### src/rtl/core/rpnc_pkg.sv
// Shared constants and types for the near-center pixel removal block.
`timescale 1ns / 1ps
package rpnc_pkg;

  localparam int ROW_W       = 64;   // bits in one mask row
  localparam int MAX_DIM_DEF = 64;   // default largest mask side
  localparam int DIST_W      = 13;   // squared distance, threshold and rank width
  localparam int DIM_W       = 7;    // width and height register width
  localparam int CTR_W       = 6;    // center coordinate width
  localparam int CFG_IDX_W   = 3;
  localparam int CFG_DATA_W  = 13;
  localparam int DIST_MAX    = 7938; // largest possible squared distance

  // Register indexes on the configuration channel
  localparam logic [CFG_IDX_W-1:0] REG_MASK_WIDTH   = 3'd0;
  localparam logic [CFG_IDX_W-1:0] REG_MASK_HEIGHT  = 3'd1;
  localparam logic [CFG_IDX_W-1:0] REG_CENTER_COL   = 3'd2;
  localparam logic [CFG_IDX_W-1:0] REG_CENTER_ROW   = 3'd3;
  localparam logic [CFG_IDX_W-1:0] REG_REMOVE_COUNT = 3'd4;

  // Per-column lane results for one row
  typedef struct packed {
    logic [ROW_W-1:0] near;  // set, in range, distance below the compare value
    logic [ROW_W-1:0] keep;  // set, in range, distance at or above it
  } lane_out_t;

endpackage

### src/rtl/core/rpnc_count.sv
// Merge stage: registers the lane hits, counts them and accumulates over a pass.
`timescale 1ns / 1ps
module rpnc_count #(
  parameter int MAX_DIM = rpnc_pkg::MAX_DIM_DEF
) (
  input  logic                                   clk,
  input  logic                                   rst,
  input  logic                                   clr,
  input  logic                                   hit_valid,
  input  logic [rpnc_pkg::ROW_W-1:0]             hit,
  output logic [$clog2(MAX_DIM*MAX_DIM+1)-1:0]   cnt,
  output logic                                   busy
);

  localparam int CNT_W = $clog2(MAX_DIM*MAX_DIM+1);
  localparam int POP_W = $clog2(MAX_DIM+1);

  logic [rpnc_pkg::ROW_W-1:0] hit_q;
  logic                       hit_q_valid;
  logic [POP_W-1:0]           pop;

  // Count the hits of one row
  always_comb begin
    pop = '0;
    for (int i = 0; i < MAX_DIM; i++) begin
      pop = pop + POP_W'(hit_q[i]);
    end
  end

  // Hold the row hits, then accumulate
  always_ff @(posedge clk) begin
    hit_q <= hit;
    if (rst) begin
      hit_q_valid <= 1'b0;
      cnt         <= '0;
    end else begin
      hit_q_valid <= hit_valid;
      if (clr) begin
        cnt <= '0;
      end else if (hit_q_valid) begin
        cnt <= cnt + CNT_W'(pop);
      end
    end
  end

  assign busy = hit_q_valid;

endmodule

### config.mk
export PLATFORM = sky130hd
export DESIGN_NAME = rpnc_count
export DESIGN_NICKNAME = d
export VERILOG_FILES = /design/src/rtl/core/rpnc_pkg.sv /design/src/rtl/core/rpnc_count.sv
export SDC_FILE = /design/constraint.sdc
export NUM_CORES = 1
export LEC_CHECK = 0
export ABC_AREA = 1
export BUFFER_PORTS_ARGS = -buffer_cell sky130_fd_sc_hd__buf_2
export CORE_ASPECT_RATIO = 0.5
export CORE_MARGIN = 2
export CORE_UTILIZATION = 59
export CTS_CLUSTER_DIAMETER = 80
export DETAILED_ROUTE_END_ITERATION = 10
export GPL_TIMING_DRIVEN = 0
export PLACE_DENSITY_LB_ADDON = 0.08
export SYNTH_ARGS = -nofsm -noshare
export SYNTH_HDL_FRONTEND = slang
export SYNTH_SLANG_ARGS = --single-unit
export TNS_END_PERCENT = 5
### constraint.sdc
create_clock -name clk -period 8.4 [get_ports clk]
set_input_delay 0.84 -clock clk [delete_from_list [all_inputs] [get_ports clk]]
set_output_delay 0.84 -clock clk [all_outputs]
set_load 0.02 [all_outputs]
## Yosys cells after proc, flatten, opt, wreduce, memory -nomap -nowiden

Index checks and enable logic that the tools add are counted.

- Add/subtract/negate cells: 64
- Reductions and logical operators: 1

Operator list:

| kind | count |
|---|---|
| $add 7x1->7 | 57 |
| $add 13x7->13 | 1 |
| $add 6x1->7 | 1 |
| $add 5x1->6 | 1 |
| $add 4x1->5 | 1 |
| $add 3x1->4 | 1 |
| $add 2x1->3 | 1 |
| $add 1x1->2 | 1 |
| $reduce_or 2->1 | 1 |

- Register bits after elaboration: 78
- Input port bits: 68
- Logic and storage cells: 68

## Depth between registers and ports, before layout

- Depth in word-level cells: 64
- Depth in mapped cells: 25
- Mapped depth without buffers: 25

## Worst setup path before layout

Ideal clock, no wire load.

- Path kind: flip-flop to flip-flop
- Start: register cnt[0]
- End: register cnt[6]
- Library setup time: 0.109 ns
- Arrival time: 5.692 ns
- Required time: 8.291 ns
- Slack: 2.599 ns
- Stages on the path, launching flop included: 20
- Cells stage by stage: dfxtp_1 -> fa_1 -> inv_1 -> fa_1 -> fa_1 -> fa_1 -> fa_1 -> fa_1 -> fa_1 -> fa_1 -> inv_1 -> fa_1 -> fa_1 -> nand2_1 -> nand3_1 -> nand3_1 -> a21o_1 -> nand3_1 -> nand2_1 -> inv_1

- Word-level cells in the longest chain between the ends: 1

Ends and longest elaborated chain:

| item | RTL line | source |
|---|---|---|
| start, declared | rpnc_count.sv:11 | `output logic [$clog2(MAX_DIM*MAX_DIM+1)-1:0] cnt,` |
| start signal, assigned | rpnc_count.sv:41 | `cnt <= cnt + CNT_W'(pop);` |
| $add 13x7->13 | rpnc_count.sv:41 |  |

No other way between the ends.
A chain may end at the register's enable or synchronous reset.

## Final worst setup path

- Start: register hit_q[34] (netlist name)
- End: register cnt[8]

- Word-level cells in the longest chain between the ends: 31

Ends and longest elaborated chain:

| item | RTL line | source |
|---|---|---|
| start, declared | rpnc_count.sv:18 | `logic [rpnc_pkg::ROW_W-1:0] hit_q;` |
| start signal, assigned | rpnc_count.sv:32 | `hit_q <= hit;` |
| $add 7x1->7 (30 in a row) | rpnc_count.sv:26 | `pop = pop + POP_W'(hit_q[i]);` |
| $add 13x7->13 | rpnc_count.sv:41 |  |

No other way between the ends.

==> Implementation_results.wiki <==
{| class="wikitable"
! Metric !! Value
|-
| Post-synthesis sequential area ratio || between 30 and 40%
|-
| Cell chosen for the clock root || clkbuf_16
|-
| Number of antenna diodes || 0
|-
| Hold Path Cell Cnt || 2
|-
| Top flip-flop cell by instance count after synthesis || dfxtp_1
|-
| Starting density of the core || around three fifths
|-
| Data required time at the worst endpoint || 8.63 ns
|-
| Clock slew seen by the registers of the worst setup and hold paths || ~0.070 ns
|-
| Crit path arrival time || 6.29 ns
|-
| Worst path bufs/invs || 5
|-
| Number of global-route vias before repair || ~2700
|-
| Die Footprint || ~7600 um2
|-
| Total of buffers placed on input and output ports || between 80 and 90
|-
| Post-Route Skew || about 0.008 ns
|-
| Share of post-route cells with drive strength above 1 || a little over a fifth
|-
| Path depth of the worst reg2reg path || 22
|-
| Post-cts repair resize count || 0
|-
| Worst-Margin Slew || approximately 0.38 ns
|-
| Max H-tree Level || 3
|-
| Synthesized area || 4034 um2
|-
| Max-slew headroom at the worst pin || 74.53%
|-
| Antenna violations before repair || 0
|-
| Initial DRC Count || 114
|-
| Nets || approximately 640
|-
| CP cell instances || inv_1, fa_1, inv_1, fa_1, inv_1, fa_1, fa_1, fa_1, fa_1, fa_1, fa_1, inv_1, fa_1, fa_1, nand2_1, nand3_1, nand3_1, nand2_1, nand2_1, nand3_1, nand2_1, inv_1
|-
| Logic depth of the worst path, buffers included || 22
|-
| Finish-stage setup viols || 0
|-
| Cell type with the largest total area after synthesis || dfxtp_1
|-
| DRT Wirelength || slightly below 7000 um
|-
| All-layer global routing usage || between 20% and 30%
|-
| Die width || 120.9 um
|-
| Worst-Skew Late Latency || about 0.34 ns
|-
| Syn nets || 550
|-
| Fin Setup TNS || 0 ns
|-
| Synth cell types || 23
|-
| Post-synth top area share || between 30% and 40%
|-
| CORE AREA || approximately 6600 um2
|-
| Clock tree from TritonCTS || built
|-
| Ports placed on the boundary || between 80 and 90
|-
| Crit path max-delay family || adder cells
|-
| Worst hold-check path type || reg -> reg
|-
| Worst-path cell with the longest stage delay || fa_1
|-
| Number of buffers inserted during clock tree synthesis || 9
|-
| Reported max-cap violation count || 0
|-
| Top post-synthesis cells by area || dfxtp_1 39%, fa_1 28%, inv_1 10%
|-
| Post-synth EDFFs || 0
|-
| Share of the cycle needed by the critical path after routing || 72.08%
|-
| Placement Rows || 21
|-
| Clock tree sinks || 78
|-
| CP max FO || 3
|-
| Shortest period the worst path allows || ~6.1 ns
|-
| Hold buffers post-CTS || 0
|-
| Vias || 2633
|-
| Delay of the slowest cell on the worst path || approximately 0.54 ns
|-
| Synth Area per Inst || between 10 and 15 um2
|-
| Number of post-CTS setup repair buffers || 0
|-
| Fmax || roughly 0.17 GHz
|-
| Synth async-reset ratio || 0%
|-
| Outcome || finished, final reports clean
|-
| Vertical die dimension || roughly 62 um
|-
| DPL Wire Length || approximately 5500 um
|-
| Max-slew violations || 0
|-
| Number of hold violations in the final report || 0
|-
| Crit path capture type || flip-flop
|-
| Flip-flop and latch count after synthesis || approximately 80
|-
| Number of optimization iterations in the first detailed-route pass || 4
|-
| Most used cell along the critical path || fa_1
|-
| Setup repair after global routing missed its margin || false
|-
| Critical path startpoint category || flip-flop
|-
| Antenna viol nets, final || 0
|-
| Aggregate global routing overflow || 0
|-
| Global placer's final weighted congestion || between 0.9 and 1
|-
| Synthesis warning total || 0
|-
| First-pass GRT wire length || roughly 12000 um
|-
| Average vias per placed instance || between 4 and 5
|-
| Clock Path Buffers || 2
|-
| Kind of critical path || reg -> reg
|-
| DRC || 0
|-
| Routed length per placed instance || 11.55 um
|-
| Pin count of the biggest net entering global routing || 17
|-
| Area growth from synthesis to layout || 20.04%
|-
| Synthesized netlist cell count || 399
|}
routing by layer:
metal,part of all wire (%),GRT usage (%),wire [um],vias up
li1,-,-,-,1348
met1,47,28.98,3180,1211
met2,46,31.95,3131,60
met3,5.4,6.661,370,14
met4,1.6,6.250,108,0
met5,0,0,0,-
state kept, by name, indices dropped and copies added, names as in the netlist:
name	count
cnt	13
hit_q	64
busy	1
logic make-up (layout without fill, tap and decap cells):
group                    Yosys count  in the layout  synth area share (%)
buffers and inverters            115            212                 10.92
XOR/XNOR                           3              3                0.6515
flip-flops                        78             78                 38.71
AO/OA/AOI/OAI                     15             15                 2.481
adder cells (fa/ha/maj)           83             83                 36.17
AND/OR/NAND/NOR                  105            105                 11.07
stage by stage:
stage	util (%)	area (um2)	hold WS (ns)	setup slack, ns	cells
after detailed placement	68.51	4554	0.5003	2.361	572
after global routing	72.84	4842	0.5400	2.065	588
after floorplan	-	4034	0.5546	2.599	399
after global placement	68.51	4554	0.4898	2.381	572
after CTS	72.84	4842	0.5109	2.329	588
final	72.84	4842	0.5081	2.346	588
final timing paths:
kind | from | to | slack [ns]
worst max-delay path | hit_q[34]$_DFF_P_ | cnt[8]$_SDFFE_PP0P_ | 2.35
worst max register to register | hit_q[34]$_DFF_P_ | cnt[8]$_SDFFE_PP0P_ | 2.35
worst min register to register | cnt[1]$_SDFFE_PP0P_ | cnt[1]$_SDFFE_PP0P_ | 0.51
worst min-delay path | cnt[1]$_SDFFE_PP0P_ | cnt[1]$_SDFFE_PP0P_ | 0.51
layout by cell type, fill, tap and decap left out, drive strengths merged:
cell | netlist | layout
buf | 2 | 83
a21boi | 1 | 1
a21o | 2 | 2
nand2 | 53 | 53
dfxtp | 78 | 78
xnor2 | 2 | 2
o211ai | 1 | 1
inv | 112 | 117
fa | 56 | 56
o21ai | 3 | 3
xor2 | 1 | 1
clkbuf | 0 | 9
nor2 | 29 | 29
ha | 27 | 27
clkinv | 1 | 3
a21oi | 8 | 8
nand3 | 22 | 22
or2 | 1 | 1
cell type report:
type	count	area (um2)
fill	502	1805
timing repair buffer	81	405.4
buffer	2	16.27
tap	92	115.1
sequential	78	1562
inverter	113	424.2
clock buffer	9	225.2
clock inverter	7	62.56
multi-input combinational	206	2032
cells in the mapped netlist (2+ instances only):
| cell type | n |
|---|---|
| nand2_2 | 2 |
| xnor2_1 | 2 |
| a21o_1 | 2 |
| inv_1 | 112 |
| dfxtp_1 | 78 |
| o21ai_1 | 2 |
| nand2_1 | 51 |
| nor2_1 | 28 |
| nand3_2 | 3 |
| fa_1 | 56 |
| nand3_1 | 19 |
| a21oi_1 | 7 |
| ha_1 | 27 |
tightest hold or removal path, stage by stage (launching register included):
cell     delay (ns)
dfxtp_1        0.34
nand2_1        0.07
a21oi_1        0.05
Power is left out: the tool's default activity adds up to more than one toggle a clock period on the data nets, which glitch-free logic cannot reach.
